$ cat config.mk
export PLATFORM = sky130hd
export DESIGN_NAME = call_log_frame_parser
export DESIGN_NICKNAME = d
export VERILOG_FILES = /design/src/rtl/clfp_pkg.sv /design/src/rtl/clfp_front.sv /design/src/rtl/clfp_queue.sv /design/src/rtl/clfp_back.sv /design/src/rtl/call_log_frame_parser.sv
export SDC_FILE = /design/constraint.sdc
export NUM_CORES = 1
export LEC_CHECK = 0
export ABC_AREA = 1
export BUFFER_PORTS_ARGS = -buffer_cell sky130_fd_sc_hd__buf_2
export CORE_MARGIN = 1.5
export CORE_UTILIZATION = 45
export DETAILED_ROUTE_END_ITERATION = 8
export SLEW_MARGIN = 20
export SYNTH_ARGS = -nofsm -noshare
export SYNTH_HDL_FRONTEND = slang
export SYNTH_SLANG_ARGS = --single-unit
$ cat constraint.sdc
create_clock -name clk -period 2.2 [get_ports clk]
set_input_delay 0.33 -clock clk [delete_from_list [all_inputs] [get_ports clk]]
set_output_delay 0.33 -clock clk [all_outputs]
set_load 0.02 [all_outputs]
$ cat src/rtl/clfp_pkg.sv
// ----------------------------------------------------------------------------
// clfp_pkg: shared types and constants for the call-log frame parser
// Holds the result kinds, the stream constants, the classified byte record
// that travels from the front end through the queue, and the default depth
// of that queue.
// ----------------------------------------------------------------------------
package clfp_pkg;

	localparam int unsigned QueueDepthDefault = 4;

	localparam logic [7:0] HeaderLead   = 8'd208;
	localparam logic [3:0] MarkerNibble = 4'hd;
	localparam logic [7:0] DateLength   = 8'd6;
	localparam logic [7:0] HeaderLength = 8'd6;

	// Header byte indexes that are compared against a fixed value.
	localparam logic [7:0] HdrIdxLead  = 8'd0;
	localparam logic [7:0] HdrIdxOne   = 8'd1;
	localparam logic [7:0] HdrIdxZero  = 8'd3;
	localparam logic [7:0] HdrIdxFinal = 8'd5;

	typedef enum logic [2:0] {
		KIND_NAME   = 3'd0,
		KIND_NUMBER = 3'd1,
		KIND_STATE  = 3'd2,
		KIND_DATE   = 3'd3,
		KIND_REC    = 3'd4,
		KIND_ERROR  = 3'd5,
		KIND_DONE   = 3'd6
	} kind_t;

	// One request after classification by the front end.
	typedef struct packed {
		logic [7:0] data;
		logic       eoi;
		logic       marker;
		logic       is_lead;
		logic       is_zero;
		logic       is_one;
		logic       state_ok;
		logic [1:0] state_code;
	} class_t;

endpackage

$ cat src/rtl/clfp_front.sv
// ----------------------------------------------------------------------------
// clfp_front: request classifier
// Tags each incoming byte with the comparisons the parser needs (marker,
// header values, call-state decode) so the back end only steers on flags.
// ----------------------------------------------------------------------------
module clfp_front (
	input  logic [7:0]      byte_value,
	input  logic            end_of_input,
	output clfp_pkg::class_t cls
);
	import clfp_pkg::*;

	always_comb begin
		cls            = '0;
		cls.data       = byte_value;
		cls.eoi        = end_of_input;
		cls.marker     = (byte_value[7:4] == MarkerNibble);
		cls.is_lead    = (byte_value == HeaderLead);
		cls.is_zero    = (byte_value == 8'd0);
		cls.is_one     = (byte_value == 8'd1);
		cls.state_ok   = 1'b1;
		cls.state_code = 2'd0;
		case (byte_value)
			8'd1, 8'd33: cls.state_code = 2'd0;
			8'd2, 8'd34: cls.state_code = 2'd1;
			8'd3, 8'd35: cls.state_code = 2'd2;
			default: cls.state_ok = 1'b0;
		endcase
	end

endmodule

$ cat src/rtl/clfp_queue.sv
// ----------------------------------------------------------------------------
// clfp_queue: short request queue between front and back end
// Register-based FIFO; depth is a power of two of at least two.
// ----------------------------------------------------------------------------
module clfp_queue #(
	parameter int unsigned DEPTH = clfp_pkg::QueueDepthDefault
) (
	input  logic             clk,
	input  logic             arst_n,
	input  logic             push,
	input  clfp_pkg::class_t wr_data,
	input  logic             pop,
	output clfp_pkg::class_t rd_data,
	output logic             full,
	output logic             empty
);
	import clfp_pkg::*;

	localparam int unsigned PtrW = $clog2(DEPTH);
	localparam int unsigned CntW = $clog2(DEPTH + 1);

	class_t            store_q [DEPTH];
	logic [PtrW-1:0]   wr_ptr_q;
	logic [PtrW-1:0]   rd_ptr_q;
	logic [CntW-1:0]   count_q;

	assign full    = (count_q == CntW'(DEPTH));
	assign empty   = (count_q == '0);
	assign rd_data = store_q[rd_ptr_q];

	always_ff @(posedge clk) begin
		if (push) begin
			store_q[wr_ptr_q] <= wr_data;
		end
	end

	always_ff @(posedge clk or negedge arst_n) begin
		if (!arst_n) begin
			wr_ptr_q <= '0;
			rd_ptr_q <= '0;
			count_q  <= '0;
		end else begin
			if (push) begin
				wr_ptr_q <= wr_ptr_q + 1'b1;
			end
			if (pop) begin
				rd_ptr_q <= rd_ptr_q + 1'b1;
			end
			if (push && !pop) begin
				count_q <= count_q + 1'b1;
			end else if (pop && !push) begin
				count_q <= count_q - 1'b1;
			end
		end
	end

endmodule

$ cat src/rtl/clfp_back.sv
// ----------------------------------------------------------------------------
// clfp_back: parser state machine and result register
// Consumes one request per cycle while its output register is free or taken,
// walks the header and record fields, and loads at most one result into it.
// ----------------------------------------------------------------------------
module clfp_back (
	input  logic             clk,
	input  logic             arst_n,
	input  clfp_pkg::class_t cls,
	input  logic             avail,
	output logic             pop,
	output logic             out_valid,
	input  logic             out_ready,
	output logic [2:0]       kind,
	output logic [7:0]       value,
	output logic [7:0]       position
);
	import clfp_pkg::*;

	typedef enum logic [13:0] {
		PH_HEADER   = 14'b00000000000001,
		PH_NAME_LEN = 14'b00000000000010,
		PH_NAME     = 14'b00000000000100,
		PH_STATE    = 14'b00000000001000,
		PH_STATE_M  = 14'b00000000010000,
		PH_NUM_LEN  = 14'b00000000100000,
		PH_NUM      = 14'b00000001000000,
		PH_DATE     = 14'b00000010000000,
		PH_TR0      = 14'b00000100000000,
		PH_TR_M1    = 14'b00001000000000,
		PH_TR1      = 14'b00010000000000,
		PH_TR_LAST  = 14'b00100000000000,
		PH_DONE     = 14'b01000000000000,
		PH_ERROR    = 14'b10000000000000
	} phase_t;

	phase_t     phase_q, phase_d;
	logic [7:0] count_q, count_d;
	logic [7:0] flen_q, flen_d;
	logic [8:0] count_inc;
	logic       hdr_ok;
	logic       emit;
	kind_t      kind_d;
	logic [7:0] value_d;
	logic [7:0] pos_d;
	logic       out_valid_q;
	kind_t      kind_q;
	logic [7:0] value_q;
	logic [7:0] pos_q;

	assign pop       = avail && (!out_valid_q || out_ready);
	assign count_inc = {1'b0, count_q} + 9'd1;
	assign out_valid = out_valid_q;
	assign kind      = kind_q;
	assign value     = value_q;
	assign position  = pos_q;

	always_comb begin
		case (count_q)
			HdrIdxLead:  hdr_ok = cls.is_lead;
			HdrIdxOne:   hdr_ok = cls.is_one;
			HdrIdxZero:  hdr_ok = cls.is_zero;
			HdrIdxFinal: hdr_ok = cls.is_one;
			default:     hdr_ok = 1'b1;
		endcase
	end

	always_comb begin
		phase_d = phase_q;
		count_d = count_q;
		flen_d  = flen_q;
		emit    = 1'b0;
		kind_d  = KIND_ERROR;
		value_d = 8'd0;
		pos_d   = 8'd0;
		if (phase_q == PH_DONE || phase_q == PH_ERROR) begin
			phase_d = phase_q;
		end else if (cls.eoi) begin
			emit = 1'b1;
			if (phase_q == PH_TR0) begin
				phase_d = PH_DONE;
				kind_d  = KIND_DONE;
			end else begin
				phase_d = PH_ERROR;
			end
		end else begin
			case (phase_q)
				PH_HEADER: begin
					if (!hdr_ok) begin
						emit    = 1'b1;
						phase_d = PH_ERROR;
					end else if (count_inc >= {1'b0, HeaderLength}) begin
						phase_d = PH_NAME_LEN;
						count_d = 8'd0;
					end else begin
						count_d = count_inc[7:0];
					end
				end
				PH_NAME_LEN, PH_NUM_LEN: begin
					flen_d  = cls.data;
					count_d = 8'd0;
					if (phase_q == PH_NAME_LEN) begin
						phase_d = cls.is_zero ? PH_STATE : PH_NAME;
					end else begin
						phase_d = cls.is_zero ? PH_DATE : PH_NUM;
					end
				end
				PH_NAME, PH_NUM, PH_DATE: begin
					if (!cls.marker) begin
						emit    = 1'b1;
						value_d = cls.data;
						pos_d   = count_q;
						kind_d  = (phase_q == PH_NAME) ? KIND_NAME :
							(phase_q == PH_NUM) ? KIND_NUMBER : KIND_DATE;
						if (phase_q == PH_DATE) begin
							if (count_inc >= {1'b0, DateLength}) begin
								phase_d = PH_TR0;
								count_d = 8'd0;
							end else begin
								count_d = count_inc[7:0];
							end
						end else if (count_inc >= {1'b0, flen_q}) begin
							phase_d = (phase_q == PH_NAME) ? PH_STATE : PH_DATE;
							count_d = 8'd0;
						end else begin
							count_d = count_inc[7:0];
						end
					end
				end
				PH_STATE, PH_STATE_M: begin
					if (phase_q == PH_STATE && cls.marker) begin
						phase_d = PH_STATE_M;
					end else begin
						emit = 1'b1;
						if (cls.state_ok) begin
							kind_d  = KIND_STATE;
							value_d = {6'd0, cls.state_code};
							phase_d = PH_NUM_LEN;
							count_d = 8'd0;
						end else begin
							phase_d = PH_ERROR;
						end
					end
				end
				PH_TR0: begin
					phase_d = cls.marker ? PH_TR_M1 : PH_TR1;
				end
				PH_TR_M1: begin
					phase_d = PH_TR_LAST;
				end
				PH_TR1, PH_TR_LAST: begin
					if (phase_q == PH_TR1 && cls.marker) begin
						phase_d = PH_TR_LAST;
					end else begin
						emit = 1'b1;
						if (cls.is_one) begin
							kind_d  = KIND_REC;
							phase_d = PH_NAME_LEN;
							count_d = 8'd0;
						end else begin
							phase_d = PH_ERROR;
						end
					end
				end
				default: begin
					emit    = 1'b1;
					phase_d = PH_ERROR;
				end
			endcase
		end
	end

	always_ff @(posedge clk or negedge arst_n) begin
		if (!arst_n) begin
			phase_q     <= PH_HEADER;
			count_q     <= 8'd0;
			flen_q      <= 8'd0;
			out_valid_q <= 1'b0;
		end else begin
			if (pop) begin
				phase_q     <= phase_d;
				count_q     <= count_d;
				flen_q      <= flen_d;
				out_valid_q <= emit || (out_valid_q && !out_ready);
			end else if (out_ready) begin
				out_valid_q <= 1'b0;
			end
		end
	end

	always_ff @(posedge clk) begin
		if (pop && emit) begin
			kind_q  <= kind_d;
			value_q <= value_d;
			pos_q   <= pos_d;
		end
	end

endmodule

$ cat src/rtl/call_log_frame_parser.sv
// ----------------------------------------------------------------------------
// call_log_frame_parser: byte-serial call-log stream parser
// Front end classifies bytes, a short queue decouples it from the parser
// state machine, which drives a registered result port.
// ----------------------------------------------------------------------------
// The parser takes one byte request per clock cycle and gives at most one
// result per request, so it sustains one request per cycle whenever the
// result side keeps out_ready high. A request that is accepted first lands in
// a QUEUE_DEPTH-entry queue; the state machine drains one entry per cycle
// while its output register is free or being taken, so a result goes
// through the queue and then the output register before it shows on the
// result port. The state machine advances one byte per cycle; that single
// state update sets the rate. Requests that produce no result (header bytes,
// lengths, skipped markers, trailer bytes before the last one) still occupy
// the parser. When the result side stalls, the queue absorbs up to QUEUE_DEPTH
// further requests before in_ready drops. After an error or a clean finish,
// all further requests are accepted and dropped silently until reset. No
// clearing pass follows reset: the block is ready at once.
// ----------------------------------------------------------------------------
module call_log_frame_parser #(
	parameter int unsigned QUEUE_DEPTH = clfp_pkg::QueueDepthDefault
) (
	input  logic       clk,
	input  logic       arst_n,
	input  logic       in_valid,
	output logic       in_ready,
	input  logic [7:0] byte_value,
	input  logic       end_of_input,
	output logic       out_valid,
	input  logic       out_ready,
	output logic [2:0] kind,
	output logic [7:0] value,
	output logic [7:0] position
);
	import clfp_pkg::*;

	class_t cls_in;
	class_t cls_out;
	logic   q_full;
	logic   q_empty;
	logic   q_push;
	logic   q_pop;

	// A request enters whenever the queue has room.
	assign in_ready = !q_full;
	assign q_push   = in_valid && in_ready;

	clfp_front u_front (
		.byte_value   (byte_value),
		.end_of_input (end_of_input),
		.cls          (cls_in)
	);

	clfp_queue #(
		.DEPTH (QUEUE_DEPTH)
	) u_queue (
		.clk     (clk),
		.arst_n  (arst_n),
		.push    (q_push),
		.wr_data (cls_in),
		.pop     (q_pop),
		.rd_data (cls_out),
		.full    (q_full),
		.empty   (q_empty)
	);

	// The parser pops only when its output register is free or being taken.
	clfp_back u_back (
		.clk       (clk),
		.arst_n    (arst_n),
		.cls       (cls_out),
		.avail     (!q_empty),
		.pop       (q_pop),
		.out_valid (out_valid),
		.out_ready (out_ready),
		.kind      (kind),
		.value     (value),
		.position  (position)
	);

endmodule

Word-level counts from Yosys, hierarchy flattened --
Memory sizes are Yosys's and may differ from the RTL's. Index checks and enable logic that the tools add are counted. Widths: inputs -> output; s select.
Storage, ports and cells: register bits after elaboration 57, RAM bits 64, bits of input ports 13, output and inout port bits 21, word-level logic and storage cells 152, memories 1
Memories:
- u_queue.store_q | depth 4, bits a word 16, rd ports 1, clocked after Yosys merged registers in 0, write ports 1, RTL line clfp_queue.sv:22 | class_t store_q [DEPTH];
Operators by class: add/subtract/negate cells 5, $lt $le $gt $ge 2, equal/unequal tests 36, muxes and demuxes 58, bitwise gates (word level) 3, reductions and logical operators 37
Operators by type and width (count):
- $mux 14 | 13
- $mux 8 | 13
- $pmux 14 s7 | 1
- $pmux 8 s5 | 1
- $eq 8x2->1 const B | 3
- $eq 8x6->1 const B | 3
- $mux 3 | 8
- $eq 8x1->1 const B | 2
- $logic_not 8->1 | 2
- $pmux 8 s2 | 1
- $eq 14x1->1 const B | 1
- $eq 14x10->1 const B | 1
- $eq 14x11->1 const B | 1
- $eq 14x12->1 const B | 1
- $eq 14x13->1 const B | 1
- $eq 14x14->1 const B | 1
- $eq 14x2->1 const B | 1
- $eq 14x3->1 const B | 1
- $eq 14x4->1 const B | 1
- $eq 14x5->1 const B | 1
- $eq 14x6->1 const B | 1
- $eq 14x7->1 const B | 1
- $eq 14x8->1 const B | 1
- $eq 14x9->1 const B | 1
- other kinds (38) | 80

Depth between registers and ports, before layout --
depth after elaboration 9, mapped depth 21, gate-level depth less buffers 20

Hierarchy --
Synthesis repeated with hierarchy kept, for this count alone.
Unflattened totals: cell total of the unflattened synthesis 813, area total of the unflattened synthesis 7021.7 um^2
Modules (own cells, without submodules):
- clfp_back | instances 1, cells each 536, area each 3597.2 um^2, seq. area each 1347.5 um^2
- clfp_queue | instances 1, cells each 234, area each 3209.3 um^2, seq. area each 2097.0 um^2
- clfp_front | instances 1, cells each 39, area each 197.7 um^2, seq. area each 0.0 um^2
- call_log_frame_parser | instances 1, cells each 4, area each 17.5 um^2, seq. area each 0.0 um^2

Least setup slack after synthesis --
OpenSTA, ideal clock, no wires.
path type reg-to-reg, start register u_back.phase_q[0], end register u_back.kind_q[0] (netlist: u_back.kind[0]), enable pin, library setup time 374 ps, arrival 1850 ps, required time 1826 ps, slack -24 ps, cell stages (with the launch flop) 13, path buffers 0, clock period less this slack 2224 ps, path through dfstp_2 nor2_1 nand2_1 inv_2 nand3_1 nand3_2 nor2_1 nand2_1 nor2_1 nand2_1 nand3_1 nand2_1 inv_1
Between the ends: longest elaborated chain between the ends 7, elaborated cells on any way between the ends 27, those cells by class 14 x eq/ne; 5 x mux; 8 x reduce/logical
Ends and longest elaborated chain:
- from (decl) | RTL line clfp_back.sv:37 | phase_t phase_q, phase_d;
- from (signal assigned) | RTL line clfp_back.sv:181 | phase_q <= phase_d;
- $eq 14x11->1 / $eq 14x4->1 (equally long branches) | RTL line clfp_back.sv:87, clfp_back.sv:152, clfp_back.sv:131
- $logic_and 1x1->1 (on tied branches) | RTL line clfp_back.sv:152, clfp_back.sv:131
- $mux 1 (on tied branches) | RTL line clfp_back.sv:152, clfp_back.sv:131
- $pmux 1 s5 | RTL line clfp_back.sv:87 | case (phase_q)
- $mux 1 | RTL line clfp_back.sv:78 | end else if (cls.eoi) begin
- $mux 1 (*) | RTL line clfp_back.sv:76 | if (phase_q == PH_DONE || phase_q == PH_ERROR) begin
- $logic_and 1x1->1 (*) | RTL line clfp_back.sv:192 | if (pop && emit) begin
- to (signal assigned) | RTL line clfp_back.sv:193 | kind_q <= kind_d;
- to (decl) | RTL line clfp_back.sv:47 | kind_t kind_q;
Every way passes the cells marked *; elsewhere a longest branch is shown, timed or not. A chain may end at the register's enable or synchronous reset.

Worst setup path in the final report --
start register u_back.count_q[0], end register u_back.phase_q[3]
Between the ends: longest elaborated chain between the ends 6, elaborated cells on any way between the ends 16, those cells by class 1 x add/sub; 2 x order compare; 6 x eq/ne; 4 x mux; 3 x reduce/logical
Ends and longest elaborated chain:
- from (decl) | RTL line clfp_back.sv:38 | logic [7:0] count_q, count_d;
- from (signal assigned) | RTL line clfp_back.sv:182 | count_q <= count_d;
- parallel branches: the longest is 6 deep, another holds $add 8x1->9
Several ways; the timed one is not identified.

==> flow_summary.json <==
{
  "status": "finished, violations left",
  "violations": "negative setup slack",
  "hold_viol_final": 0,
  "hpwl_um": 10800,
  "crit_fanout": 14,
  "ios": 34,
  "die_w_um": 122,
  "yosys_warnings": 0,
  "fin_nets": 874,
  "power.leakage_nw": 3.70,
  "vias": 5318,
  "antenna_found_initial": 1,
  "syn_to_final_growth_pct": 26.1,
  "ir_drop_mv": 0.680,
  "gp_congestion": 0.932,
  "dp_cells": 990,
  "cp-start-kind": "register",
  "min-delay-start": "end_of_input",
  "slew_headroom": 0.607,
  "grt_pass1_vias": 5033,
  "async_flop_share": 0.314,
  "ys.flop_type": "edfxtp_1",
  "cp.required_ns": 2.50,
  "drc": 0,
  "die_area_sq_um": 14900,
  "finalSetupViolCount": 22,
  "overflow": 0,
  "setup-tns-final_ns": -3.64,
  "vias_per_cell": 5.12,
  "drv_cap": 0,
  "yosysTopAreaCellShare": 0.390,
  "syn_inst": 732,
  "grtUsageTotal": 0.222,
  "synth_nets": 762,
  "root_buffer": "clkbuf_16",
  "routed_wl_um": 15500,
  "numCtsBuffers": 17,
  "wire_per_inst_um": 14.9,
  "synth-edff-count": 83,
  "grt_pass1_wl_um": 25000,
  "crit_type": "reg -> reg",
  "core-area_sq_um": 13900,
  "hold_path_class": "in -> reg",
  "htree_levels": 4,
  "avgSynthCellArea_sq_um": 8.73,
  "dr.pass1.iters": 5,
  "yosys.cell_count.top_type": "nand2_1",
  "start_util": 0.461,
  "fin_crit_sh": 1.10,
  "synth-seq-cells": 121,
  "p_per_area_nw_per_um2": 1190,
  "grt_start_max_net_pins": 25,
  "synth_area_leaders": "edfxtp_1, dfrtp_1, nand2_1",
  "synth_area_sq_um": 6390,
  "layout_setup_ws_ns": -0.210,
  "netlist-cell-type-count": 37,
  "die_h_um": 122,
  "synth_common_cells": "nand2_1, edfxtp_1, inv_1",
  "synth_largest_area_cell": "edfxtp_1",
  "end_kind": "register",
  "cp-startpoint": "u_back.count_q[0]",
  "io_buffers": 33,
  "clk_pin_slew_worst_paths_ns": 0.06,
  "fin_skew_ns": 0.0132,
  "power_mw": 9.58,
  "max_slew.worst_pin.slew_ns": 0.584,
  "final_max_slew_viol_count": 0,
  "final_cells": 1038,
  "cts.sinks": 121,
  "fin_crit_ns": 2.41,
  "ant_nets": 0,
  "ys_seq_area_frac": 0.539,
  "clk_latency_ns": 0.42,
  "cts_tree": "done",
  "fmax_ghz": 0.415,
  "cts_buffer_depth": 2,
  "r2r-start": "u_back.count_q[0]",
  "cp.arrival_ns": 2.71,
  "first_iter_violations": 316,
  "layout-drive-gt1-share": 0.256,
  "rsz0062_at_grt": "yes",
  "rows": 43
}
state kept, by name (all words and copies together) (netlist names):
signal	count
u_queue.wr_ptr_q	2
u_back.value	8
u_queue.count_q	3
u_back.position	8
u_back.count_q	8
u_back.phase_q	14
u_queue.rd_ptr_q	2
u_back.flen_q	8
u_back.out_valid	1
u_back.kind	3
u_queue.store_q	64
stage by stage:
step / instance area [sq um] / utilization / hold WS [ns] / worst slack, ns
global route: 8060 / 0.581 / 0.132 / -0.385
finish: 8060 / 0.581 / 0.127 / -0.210
CTS: 7920 / 0.571 / 0.120 / -0.115
detailed placement: 7210 / 0.519 / 0.319 / -0.106
floorplan: 6410 / - / 0.0344 / 0.00829
global placement: 7210 / 0.519 / 0.313 / -0.102
repair_timing:
item                                   CTS  global route
pin swaps                               12            16
endpoints found under the hold margin   19             0
buffers inserted                         6             8
cloned                                   1             1
hold buffers                             1             0
resized for setup                       19            23
setup endpoints to repair               40            58
metal layers:
metal / routed length [um] / track usage / vias up / part of all wire
met5: 0 / 0 / - / 0
met4: 263 / 0.0785 / 0 / 0.017
met3: 675 / 0.0478 / 21 / 0.044
met2: 7600 / 0.369 / 148 / 0.49
met1: 6950 / 0.288 / 2511 / 0.45
li1: - / - / 2638 / -
worst paths after layout:
path	endpoint	slack, ns	cells after the start
setup / recovery	u_back.phase_q[3]	-0.21	19
hold / removal	u_queue.store_q[1][7]	0.13	1
setup reg to reg	u_back.phase_q[3]	-0.21	19
hold reg to reg	u_back.flen_q[3]	0.50	2
max in group asynchronous	u_queue.rd_ptr_q[0]	1.14	3
min in group asynchronous	u_queue.wr_ptr_q[0]	0.41	2
placed cells by master (no fill, tap or decap), types with 16 or more instances in the layout:
master     Yosys  routed
a21oi_1       26      24
buf_2          4      33
buf_4          5      71
clkbuf_16      0      17
dfrtp_1       37      33
edfxtp_1      83      83
inv_1         78      77
nand2_1      212     197
nand2_2        7      20
nand3_1       71      69
nor2_1        74      69
o21ai_1       14      16
worst max-delay path, stage by stage, from the launching register on:
cell and delay, ns:
dfrtp_2 0.44, ha_2 0.23, nand2_4 0.07, o21ai_1 0.20, nand2_2 0.08, inv_1 0.11
ha_4 0.21, nand2_1 0.05, inv_1 0.03, nand2_1 0.07, nand2_1 0.06, nand2_1 0.09
nand3_2 0.07, nand2_2 0.07, nand3b_1 0.10, nand2_2 0.10, nor2_4 0.04, buf_12 0.13
nand2_1 0.06, nand2_1 0.05
power breakdown:
| group | leakage [nW] | switching [mW] | total (mW) | internal (mW) |
|---|---|---|---|---|
| Sequential | 1.28 | 0.211 | 3.22 | 3.01 |
| Clock | 0.282 | 1.07 | 2.76 | 1.69 |
| Combinational | 2.14 | 2.34 | 3.61 | 1.27 |
logic make-up after synthesis:
kind of cell | share of synthesized area
AO/OA/AOI/OAI | 0.0552
XOR/XNOR | 0.00959
adder cells (fa/ha/maj) | 0.0344
buffers and inverters | 0.0730
flip-flops | 0.539
AND/OR/NAND/NOR | 0.289
area by class of cell:
| cell class | instances | area [sq um] |
|---|---|---|
| fillers | 1194 | 5820 |
| multi-input cells | 501 | 2640 |
| diodes | 1 | 2.50 |
| clock buffers | 18 | 429 |
| well taps | 180 | 225 |
| repair buffers | 109 | 788 |
| flip-flops and latches | 121 | 3450 |
| inverters | 94 | 364 |
| clock inverters | 14 | 163 |
No activity file was read; power rests on OpenSTA's default activity.
